## config.mk

```make
export PLATFORM = sky130hd
export DESIGN_NAME = dv_audio_sample_decoder
export DESIGN_NICKNAME = d
export VERILOG_FILES = /design/src/rtl/dvasd_pkg.sv /design/src/rtl/dv_audio_sample_decoder.sv /design/src/rtl/dvasd_expand.sv /design/src/rtl/dvasd_position.sv
export SDC_FILE = /design/constraint.sdc
export NUM_CORES = 1
export LEC_CHECK = 0
export ABC_CLOCK_PERIOD_IN_PS = 7200
export BUFFER_PORTS_ARGS = -buffer_cell sky130_fd_sc_hd__buf_2
export CAP_MARGIN = 20
export CELL_PAD_IN_SITES_DETAIL_PLACEMENT = 1
export CELL_PAD_IN_SITES_GLOBAL_PLACEMENT = 2
export CORE_MARGIN = 1
export CORE_UTILIZATION = 37
export DETAILED_ROUTE_END_ITERATION = 12
export MAX_ROUTING_LAYER = met4
export PLACE_DENSITY_LB_ADDON = 0.1
export SETUP_SLACK_MARGIN = 0.05
export SYNTH_ARGS = -nofsm -noshare
export SYNTH_HDL_FRONTEND = slang
export SYNTH_SLANG_ARGS = --single-unit
```

## constraint.sdc

```tcl
create_clock -name clock -period 7.2 [get_ports clock]
set_input_delay 1.08 -clock clock [delete_from_list [all_inputs] [get_ports clock]]
set_output_delay 1.08 -clock clock [all_outputs]
set_load 0.05 [all_outputs]
```

## src/rtl/dvasd_pkg.sv

```systemverilog
// shared types and constants for the dv audio sample decoder
`timescale 1ns / 1ps
`default_nettype none
package dvasd_pkg;

   // field widths
   localparam int BYTE_W   = 8;
   localparam int SLOT_W   = 6;
   localparam int BASE_W   = 7;
   localparam int SAMPLE_W = 16;
   localparam int CODE_W   = 12;
   localparam int POS_W    = 12;
   localparam int SEQ_W    = 4;
   localparam int STRIDE_W = 8;
   localparam int FULL_W   = SLOT_W + STRIDE_W;
   localparam int CSR_IDX_W  = 2;
   localparam int CSR_DATA_W = 12;

   // register indexes on the csr port
   localparam logic [CSR_IDX_W-1:0] CSR_MODE  = 2'd0;
   localparam logic [CSR_IDX_W-1:0] CSR_SEQ   = 2'd1;
   localparam logic [CSR_IDX_W-1:0] CSR_LIMIT = 2'd2;

   // register reset values
   localparam logic              RESET_MODE  = 1'b0;
   localparam logic [SEQ_W-1:0]  RESET_SEQ   = 4'd10;
   localparam logic [POS_W-1:0]  RESET_LIMIT = 12'd3200;

   // positions per dif sequence within one slot
   localparam int                  SLOT_STRIDE  = 9;
   localparam logic [STRIDE_W-1:0] RESET_STRIDE = STRIDE_W'(10 * SLOT_STRIDE);

   // nonlinear curve segment boundaries
   localparam logic [CODE_W-1:0] CODE_LINEAR_TOP = 12'h200;
   localparam logic [CODE_W-1:0] CODE_ZERO       = 12'h800;
   localparam logic [CODE_W-1:0] CODE_NEG_TAIL   = 12'he00;
   localparam logic [3:0]        NEG_SHIFT_BASE  = 4'd14;

   // most negative linear sample, remapped to zero
   localparam logic [SAMPLE_W-1:0] SAMPLE_MOST_NEG = 16'h8000;

   // position and in-range flag for one sample
   typedef struct packed {
      logic [POS_W-1:0] pos;
      logic             valid;
   } pos_result_type;

endpackage
`default_nettype wire

```

## src/rtl/dv_audio_sample_decoder.sv

```systemverilog
// top level of the dv audio sample decoder
`timescale 1ns / 1ps
`default_nettype none
// Decodes one three-byte dv audio group per transaction. A transaction is taken on any
// cycle where start is high (busy stays low), so one group per clock is sustained. The
// result is shown for a single cycle, marked by rsp_strobe, after it passes through the
// input register and then the result register, with the code expansion and the
// slot-offset multiply between them. The receiver cannot stall the result, so it must
// capture every strobe. Registers on the csr port (0 mode, 1 sequence count, 2 sample
// limit) are taken on any cycle and must only be written while no transaction is in flight.
module dv_audio_sample_decoder (
   input  wire logic                                clock,
   input  wire logic                                reset,
   // request
   input  wire logic                                start,
   output logic                                     busy,
   input  wire logic [dvasd_pkg::BYTE_W-1:0]        req_first_byte,
   input  wire logic [dvasd_pkg::BYTE_W-1:0]        req_second_byte,
   input  wire logic [dvasd_pkg::BYTE_W-1:0]        req_third_byte,
   input  wire logic [dvasd_pkg::SLOT_W-1:0]        req_slot_index,
   input  wire logic [dvasd_pkg::BASE_W-1:0]        req_base_first,
   input  wire logic [dvasd_pkg::BASE_W-1:0]        req_base_second,
   // response
   output logic                                     rsp_strobe,
   output logic signed [dvasd_pkg::SAMPLE_W-1:0]    rsp_sample_first,
   output logic      [dvasd_pkg::POS_W-1:0]         rsp_position_first,
   output logic                                     rsp_valid_first,
   output logic signed [dvasd_pkg::SAMPLE_W-1:0]    rsp_sample_second,
   output logic      [dvasd_pkg::POS_W-1:0]         rsp_position_second,
   output logic                                     rsp_valid_second,
   // configuration
   input  wire logic                                csr_valid,
   output logic                                     csr_ready,
   input  wire logic [dvasd_pkg::CSR_IDX_W-1:0]     csr_index,
   input  wire logic [dvasd_pkg::CSR_DATA_W-1:0]    csr_data
);

   // configuration registers
   logic                               mode_ff;
   logic [dvasd_pkg::STRIDE_W-1:0]     stride_ff;
   logic [dvasd_pkg::STRIDE_W-1:0]     stride_in;
   logic [dvasd_pkg::POS_W-1:0]        limit_ff;

   // input register
   logic                               s1_valid_ff;
   logic [dvasd_pkg::BYTE_W-1:0]       s1_b0_ff;
   logic [dvasd_pkg::BYTE_W-1:0]       s1_b1_ff;
   logic [dvasd_pkg::BYTE_W-1:0]       s1_b2_ff;
   logic [dvasd_pkg::SLOT_W-1:0]       s1_slot_ff;
   logic [dvasd_pkg::BASE_W-1:0]       s1_base_a_ff;
   logic [dvasd_pkg::BASE_W-1:0]       s1_base_b_ff;

   // decode logic
   logic                               accept;
   logic [dvasd_pkg::CODE_W-1:0]       code_a;
   logic [dvasd_pkg::CODE_W-1:0]       code_b;
   logic [dvasd_pkg::SAMPLE_W-1:0]     exp_a;
   logic [dvasd_pkg::SAMPLE_W-1:0]     exp_b;
   logic [dvasd_pkg::SAMPLE_W-1:0]     linear;
   logic [dvasd_pkg::FULL_W-1:0]       slot_offset;
   dvasd_pkg::pos_result_type          pos_a;
   dvasd_pkg::pos_result_type          pos_b;
   logic [dvasd_pkg::SAMPLE_W-1:0]     samp_a_in;
   logic [dvasd_pkg::SAMPLE_W-1:0]     samp_b_in;
   dvasd_pkg::pos_result_type          pos_b_in;

   // result register
   logic                               rsp_strobe_ff;
   logic [dvasd_pkg::SAMPLE_W-1:0]     samp_a_ff;
   logic [dvasd_pkg::SAMPLE_W-1:0]     samp_b_ff;
   dvasd_pkg::pos_result_type          pos_a_ff;
   dvasd_pkg::pos_result_type          pos_b_ff;

   assign busy      = 1'b0;
   assign csr_ready = 1'b1;
   assign accept    = start && !busy;

   // slot stride kept premultiplied by the sequence count
   assign stride_in = dvasd_pkg::STRIDE_W'(csr_data[dvasd_pkg::SEQ_W-1:0])
                      * dvasd_pkg::STRIDE_W'(dvasd_pkg::SLOT_STRIDE);

   // csr writes
   always_ff @(posedge clock) begin
      if (reset) begin
         mode_ff   <= dvasd_pkg::RESET_MODE;
         stride_ff <= dvasd_pkg::RESET_STRIDE;
         limit_ff  <= dvasd_pkg::RESET_LIMIT;
      end else if (csr_valid && csr_ready) begin
         case (csr_index)
            dvasd_pkg::CSR_MODE: begin
               mode_ff <= csr_data[0];
            end
            dvasd_pkg::CSR_SEQ: begin
               stride_ff <= stride_in;
            end
            dvasd_pkg::CSR_LIMIT: begin
               limit_ff <= csr_data[dvasd_pkg::POS_W-1:0];
            end
            default: begin
            end
         endcase
      end
   end

   // input register
   always_ff @(posedge clock) begin
      if (reset) begin
         s1_valid_ff <= 1'b0;
      end else begin
         s1_valid_ff <= accept;
      end
      if (accept) begin
         s1_b0_ff     <= req_first_byte;
         s1_b1_ff     <= req_second_byte;
         s1_b2_ff     <= req_third_byte;
         s1_slot_ff   <= req_slot_index;
         s1_base_a_ff <= req_base_first;
         s1_base_b_ff <= req_base_second;
      end
   end

   // split the group into two 12-bit codes
   assign code_a = {s1_b0_ff, s1_b2_ff[7:4]};
   assign code_b = {s1_b1_ff, s1_b2_ff[3:0]};

   dvasd_expand u_expand_a (
      .code   (code_a),
      .sample (exp_a)
   );

   dvasd_expand u_expand_b (
      .code   (code_b),
      .sample (exp_b)
   );

   // slot offset shared by both positions
   assign slot_offset = dvasd_pkg::FULL_W'(s1_slot_ff) * dvasd_pkg::FULL_W'(stride_ff);

   dvasd_position u_position_a (
      .base        (s1_base_a_ff),
      .slot_offset (slot_offset),
      .limit       (limit_ff),
      .result      (pos_a)
   );

   dvasd_position u_position_b (
      .base        (s1_base_b_ff),
      .slot_offset (slot_offset),
      .limit       (limit_ff),
      .result      (pos_b)
   );

   // linear big-endian sample, most negative value forced to zero
   assign linear = ({s1_b0_ff, s1_b1_ff} == dvasd_pkg::SAMPLE_MOST_NEG) ?
                   '0 : {s1_b0_ff, s1_b1_ff};

   // mode select
   always_comb begin
      if (mode_ff) begin
         samp_a_in = exp_a;
         samp_b_in = exp_b;
         pos_b_in  = pos_b;
      end else begin
         samp_a_in = linear;
         samp_b_in = '0;
         pos_b_in  = '0;
      end
   end

   // result register
   always_ff @(posedge clock) begin
      if (reset) begin
         rsp_strobe_ff <= 1'b0;
      end else begin
         rsp_strobe_ff <= s1_valid_ff;
      end
      if (s1_valid_ff) begin
         samp_a_ff <= samp_a_in;
         samp_b_ff <= samp_b_in;
         pos_a_ff  <= pos_a;
         pos_b_ff  <= pos_b_in;
      end
   end

   assign rsp_strobe          = rsp_strobe_ff;
   assign rsp_sample_first    = samp_a_ff;
   assign rsp_position_first  = pos_a_ff.pos;
   assign rsp_valid_first     = pos_a_ff.valid;
   assign rsp_sample_second   = samp_b_ff;
   assign rsp_position_second = pos_b_ff.pos;
   assign rsp_valid_second    = pos_b_ff.valid;

   // every accepted transaction gives a strobe once it has passed the input and result registers
   a_accept_to_strobe: assert property (@(posedge clock) disable iff (reset)
      accept |=> ##1 rsp_strobe)
      else $error("accepted transaction produced no result");

   // no strobe without an earlier transaction that passed the input and result registers
   a_no_spurious_strobe: assert property (@(posedge clock) disable iff (reset)
      rsp_strobe |-> $past(accept, 2))
      else $error("result strobe without a transaction");

   // linear mode leaves the second sample empty
   a_linear_second_empty: assert property (@(posedge clock) disable iff (reset)
      rsp_strobe && !mode_ff |-> (rsp_valid_second == 1'b0) && (rsp_sample_second == '0)
                                 && (rsp_position_second == '0))
      else $error("second sample populated in 16-bit mode");

endmodule
`default_nettype wire

```

## src/rtl/dvasd_expand.sv

```systemverilog
// expansion of one 12-bit nonlinear dv code to a 16-bit sample
`timescale 1ns / 1ps
`default_nettype none
module dvasd_expand (
   input  wire logic [dvasd_pkg::CODE_W-1:0]   code,
   output logic      [dvasd_pkg::SAMPLE_W-1:0] sample
);

   logic [7:0]                    mant;
   logic [3:0]                    expo;
   logic [2:0]                    pos_sh;
   logic [2:0]                    neg_sh;
   logic [3:0]                    neg_sh_full;
   logic [dvasd_pkg::SAMPLE_W-1:0] pos_val;
   logic [dvasd_pkg::SAMPLE_W-1:0] neg_val;
   logic [dvasd_pkg::SAMPLE_W-1:0] tail_val;

   assign mant = code[7:0];
   assign expo = code[11:8];

   // positive segments: implied leading one, shift by exponent less one
   assign pos_sh  = expo[2:0] - 3'd1;
   assign pos_val = {7'd0, 1'b1, mant} << pos_sh;

   // negative segments: mantissa less 256, scaled down the curve, less one
   assign neg_sh_full = dvasd_pkg::NEG_SHIFT_BASE - expo;
   assign neg_sh      = neg_sh_full[2:0];
   assign neg_val     = ({8'hff, mant} << neg_sh) - 16'd1;

   // small negative tail is the code taken as 12-bit two's complement
   assign tail_val = {{4{code[11]}}, code};

   // segment select
   always_comb begin
      if (code < dvasd_pkg::CODE_LINEAR_TOP) begin
         sample = {4'd0, code};
      end else if (code < dvasd_pkg::CODE_ZERO) begin
         sample = pos_val;
      end else if (code == dvasd_pkg::CODE_ZERO) begin
         sample = '0;
      end else if (code < dvasd_pkg::CODE_NEG_TAIL) begin
         sample = neg_val;
      end else begin
         sample = tail_val;
      end
   end

endmodule
`default_nettype wire

```

## src/rtl/dvasd_position.sv

```systemverilog
// frame position of one sample and its in-range flag
`timescale 1ns / 1ps
`default_nettype none
module dvasd_position (
   input  wire logic [dvasd_pkg::BASE_W-1:0] base,
   input  wire logic [dvasd_pkg::FULL_W-1:0] slot_offset,
   input  wire logic [dvasd_pkg::POS_W-1:0]  limit,
   output dvasd_pkg::pos_result_type         result
);

   logic [dvasd_pkg::FULL_W-1:0] full_pos;

   // full precision sum, compared before truncation
   assign full_pos     = slot_offset + dvasd_pkg::FULL_W'(base);
   assign result.pos   = full_pos[dvasd_pkg::POS_W-1:0];
   assign result.valid = full_pos < dvasd_pkg::FULL_W'(limit);

endmodule
`default_nettype wire
```

==> metrics.md <==
| Metric | Value |
|---|---|
| Status | `complete, no violations` |
| Clk pwr share | `0.229` |
| Actual slew at the worst max-slew pin | `0.882 ns` |
| Initial Utilization | `0.375` |
| Critical path type | `reg2reg` |
| Pin count of the biggest net entering global routing | `46` |
| Min-Delay Path Class | `reg2reg` |
| Avg WL per Cell | `20.3 µm` |
| Layout net count | `1355` |
| Pins Over Slew Limit | `0` |
| Yosys warns | `0` |
| Min cycle time layout | `6.15 ns` |
| Final Cell Area | `11500 µm²` |
| Comb pwr share | `0.514` |
| R2R Path Start | `s1_slot_ff[5]$_DFFE_PP_` |
| CP top delay family | `adder cells` |
| CTS Hold Bufs | `0` |
| Distinct cells, synth | `96` |
| Sequential area share after synthesis | `0.349` |
| Post-route clock period utilization | `0.854` |
| Crit end category | `register` |
| Worst hold start | `limit_ff[9]$_SDFFE_PP0P_` |
| Yosys reg bits | `125` |
| Share of cells above drive strength 1 | `0.176` |
| Ranking of synthesized cells by area | `edfxtp_1 (30%), ha_1 (8.8%), fa_1 (5.4%), dfxtp_1 (4.6%), nand2_1 (4.1%)` |
| Clk sinks | `125` |
| Hold Vio Cnt, Final | `0` |
| Vias in the first global route | `8907` |
| Final setup fails | `0` |
| Total number of vias | `8495` |
| Core Area | `26900 µm²` |
| Fmax | `0.163 GHz` |
| Internal cell power | `2.05 mW` |
| CP Launch Point | `s1_slot_ff[5]$_DFFE_PP_` |
| Highest-count cells in the layout ignoring fill and taps | `buf_2 (120), nand2_1 (111), edfxtp_1 (102)` |
| Arrival @ worst endpoint | `6.42 ns` |
| Post-detail-place hpwl | `23.6 mm` |
| Initial DRC Count | `580` |
| Clock root cell | `clkbuf_16` |
| Syn nets | `1260` |
| Standby leakage power | `4.73 nW` |
| Yosys top cell area share | `0.304` |
| Final wirelength | `31.5 mm` |
| Finished Layout Cells | `1550` |
| Setup Skew | `0.0118 ns` |
| Average size of a mapped cell | `9.17 µm²` |
| Global Route Usage Sum | `0.243` |
| Pwr/cell area | `319 nW/µm²` |
| Clock buffer count from CTS | `17` |
| Crit path required time | `7.47 ns` |
| IO Count | `123` |
| RSZ-0062 raised after global routing | `no` |
| Cells after Synth | `1100` |
| Postcts setup bufs | `0` |
| Area after DPL | `11000 µm²` |
| Switching pwr | `1.62 mW` |
| Area growth syn-to-layout | `14.1%` |
| Clock buffer depth | `2` |
| Rows | `60` |
| Max_slew headroom | `0.408` |
| CP Buf/Inv Count | `2` |
| CP max FO | `8` |
| Die Wd | `167 µm` |
| Worst IR Drop VDD | `223 µV` |
| Commonest non-fill, non-tap cell in the layout | `buf_2` |
| Number of flops mapped to enable cells by yosys | `102` |
| Slowest-stage cell, CP | `fa_1` |
| Latest clock arrival within the worst-skew pair | `0.43 ns` |
| Asr flop ratio synth | `0` |
| Max Cap Viol | `0` |
| Fin util | `0.428` |
| Initial antenna violation count | `0` |
| Sw frac | `0.442` |
| Post-route ant nets | `0` |
| Cell Area, Synth | `10100 µm²` |
| Post-layout power | `3.67 mW` |
| Die height | `167 µm` |
| Ys flop type | `edfxtp_1` |
| First-pass GRT wire length | `50.7 mm` |
| First-pass detailed-route iteration total | `4` |
| TritonCTS clock tree | `yes` |
| Total grt overflow | `0` |
| Die area | `27900 µm²` |
| Cells along the critical path | `and2_1, fa_1, fa_1, inv_1, fa_1, inv_1, ha_1, o21ai_1, nor2_1, nor2_1, ha_1, o21a_1, nor2_1, a21oi_1, nand2_1, nor2_2, xor2_1, ha_1, a211oi_1, nand2_1, a31oi_1, and2_1, nand4_1, o211ai_1` |
| Placed Instances | `1516` |
| Vias per std cell | `5.48` |
| Clock slew at reported path FFs | `0.06 ns` |
| Startpoint types | `register` |
| Most area-hungry cell type in the Yosys netlist | `edfxtp_1` |
| Final GP Congestion | `0.883` |
| Reg power frac | `0.257` |
| Htree depth | `4` |
| DRC violations left | `0` |
| Setup TNS | `0 ns` |
| Buffers on Ports | `120` |
| Post-CTS sizing | `0` |
| Crit-path max cell delay | `0.57 ns` |
==> registers in the layout, indices dropped and copies added (netlist names) <==
signal and flops:
limit_ff 12, mode_ff 1, rsp_position_first 12, rsp_position_second 12
rsp_sample_first 16, rsp_sample_second 16, rsp_strobe 1, rsp_valid_first 1
rsp_valid_second 1, s1_b0_ff 8, s1_b1_ff 8, s1_b2_ff 8
s1_base_a_ff 7, s1_base_b_ff 7, s1_slot_ff 6, s1_valid_ff 1
stride_ff 8
==> worst reg2reg max path: cells and delay by family (launching register included) <==
family,cells,cell delay [ns]
AO/OA/AOI/OAI,6,1.12
XOR/XNOR,1,0.22
AND/OR/NAND/NOR,9,1.51
adder cells (fa/ha/maj),6,2.59
flip-flops,1,0.48
buffers and inverters,2,0.10
==> metrics by stage <==
| step | hold slack [ns] | setup WS [ns] |
|---|---|---|
| 2_1_floorplan | 0.436 | 1.82 |
| 3_3_place_gp | 0.446 | 1.34 |
| 3_5_place_dp | 0.450 | 1.09 |
| 4_1_cts | 0.458 | 1.05 |
| 5_1_grt | 0.503 | 0.622 |
| 6_report | 0.457 | 1.05 |
==> metal layers <==
metal / track usage / wire length [µm] / vias up
met5: - / 0 / -
met2: 0.411 / 15500 / 162
li1: - / - / 4138
met4: 0.0535 / 429 / 0
met3: 0.0303 / 778 / 33
met1: 0.310 / 14800 / 4162
==> kinds of logic (layout without fill, tap and decap cells) <==
kind of cell | after synthesis | in the layout | share of synthesized area
buffers and inverters | 139 | 247 | 0.0561
other | 2 | 3 | 0.000744
adders and majority gates | 98 | 98 | 0.142
muxes | 31 | 31 | 0.0339
AOI/OAI and AO/OA | 293 | 293 | 0.198
DFF | 125 | 125 | 0.349
and+or+nand+nor | 366 | 366 | 0.180
xor gates and xnor gates | 46 | 46 | 0.0407
==> power by group through the flow <==
stage	logic (mW)	registers (mW)	clock network, mW
global placement	1.86	0.959	0
CTS	1.90	0.943	0.859
global route	2.11	0.952	0.887
detailed placement	1.88	0.957	0
finish	1.88	0.943	0.840
floorplan	1.31	1.06	0
==> path summary, 6_finish.rpt <==
kind                                                  endpoint  slack, ns  depth (start not counted)
worst max-delay path            rsp_valid_second$_SDFFCE_PN0P_       1.05                         24
worst min-delay path                  limit_ff[9]$_SDFFE_PP0P_       0.46                          2
worst max register to register  rsp_valid_second$_SDFFCE_PN0P_       1.05                         24
worst min register to register        limit_ff[9]$_SDFFE_PP0P_       0.46                          2
==> area by class of cell <==
class	instances	area, µm²
inverter	82	308
timing repair buffer	133	698
clock inverter	13	106
multi-input combinational	836	6000
clock buffer	19	443
antenna	1	2.50
fill	3139	15400
tap	341	427
sequential	125	3520
==> cell usage after synthesis (5+ instances only) <==
| cell type | number |
|---|---|
| clkbuf_1 | 31 |
| nor4_1 | 7 |
| nor3_1 | 19 |
| o21ai_2 | 5 |
| mux2_2 | 9 |
| dfxtp_1 | 23 |
| o21ai_1 | 10 |
| o21a_1 | 12 |
| nor2b_1 | 14 |
| o21ai_0 | 62 |
| a21oi_1 | 77 |
| ha_1 | 71 |
| nand2_1 | 111 |
| a211o_1 | 12 |
| inv_1 | 80 |
| edfxtp_1 | 102 |
| a211oi_1 | 14 |
| xor2_1 | 20 |
| a21o_1 | 10 |
| nor2_1 | 89 |
| a31oi_1 | 15 |
| fa_1 | 27 |
| nand4_1 | 7 |
| buf_2 | 17 |
| nand3_1 | 20 |
| xnor2_1 | 25 |
| o211ai_1 | 8 |
| o221ai_1 | 7 |
| and2_1 | 54 |
| nand2b_1 | 6 |
| mux2i_1 | 19 |
Note: power is estimated with default switching activity, not from simulation.
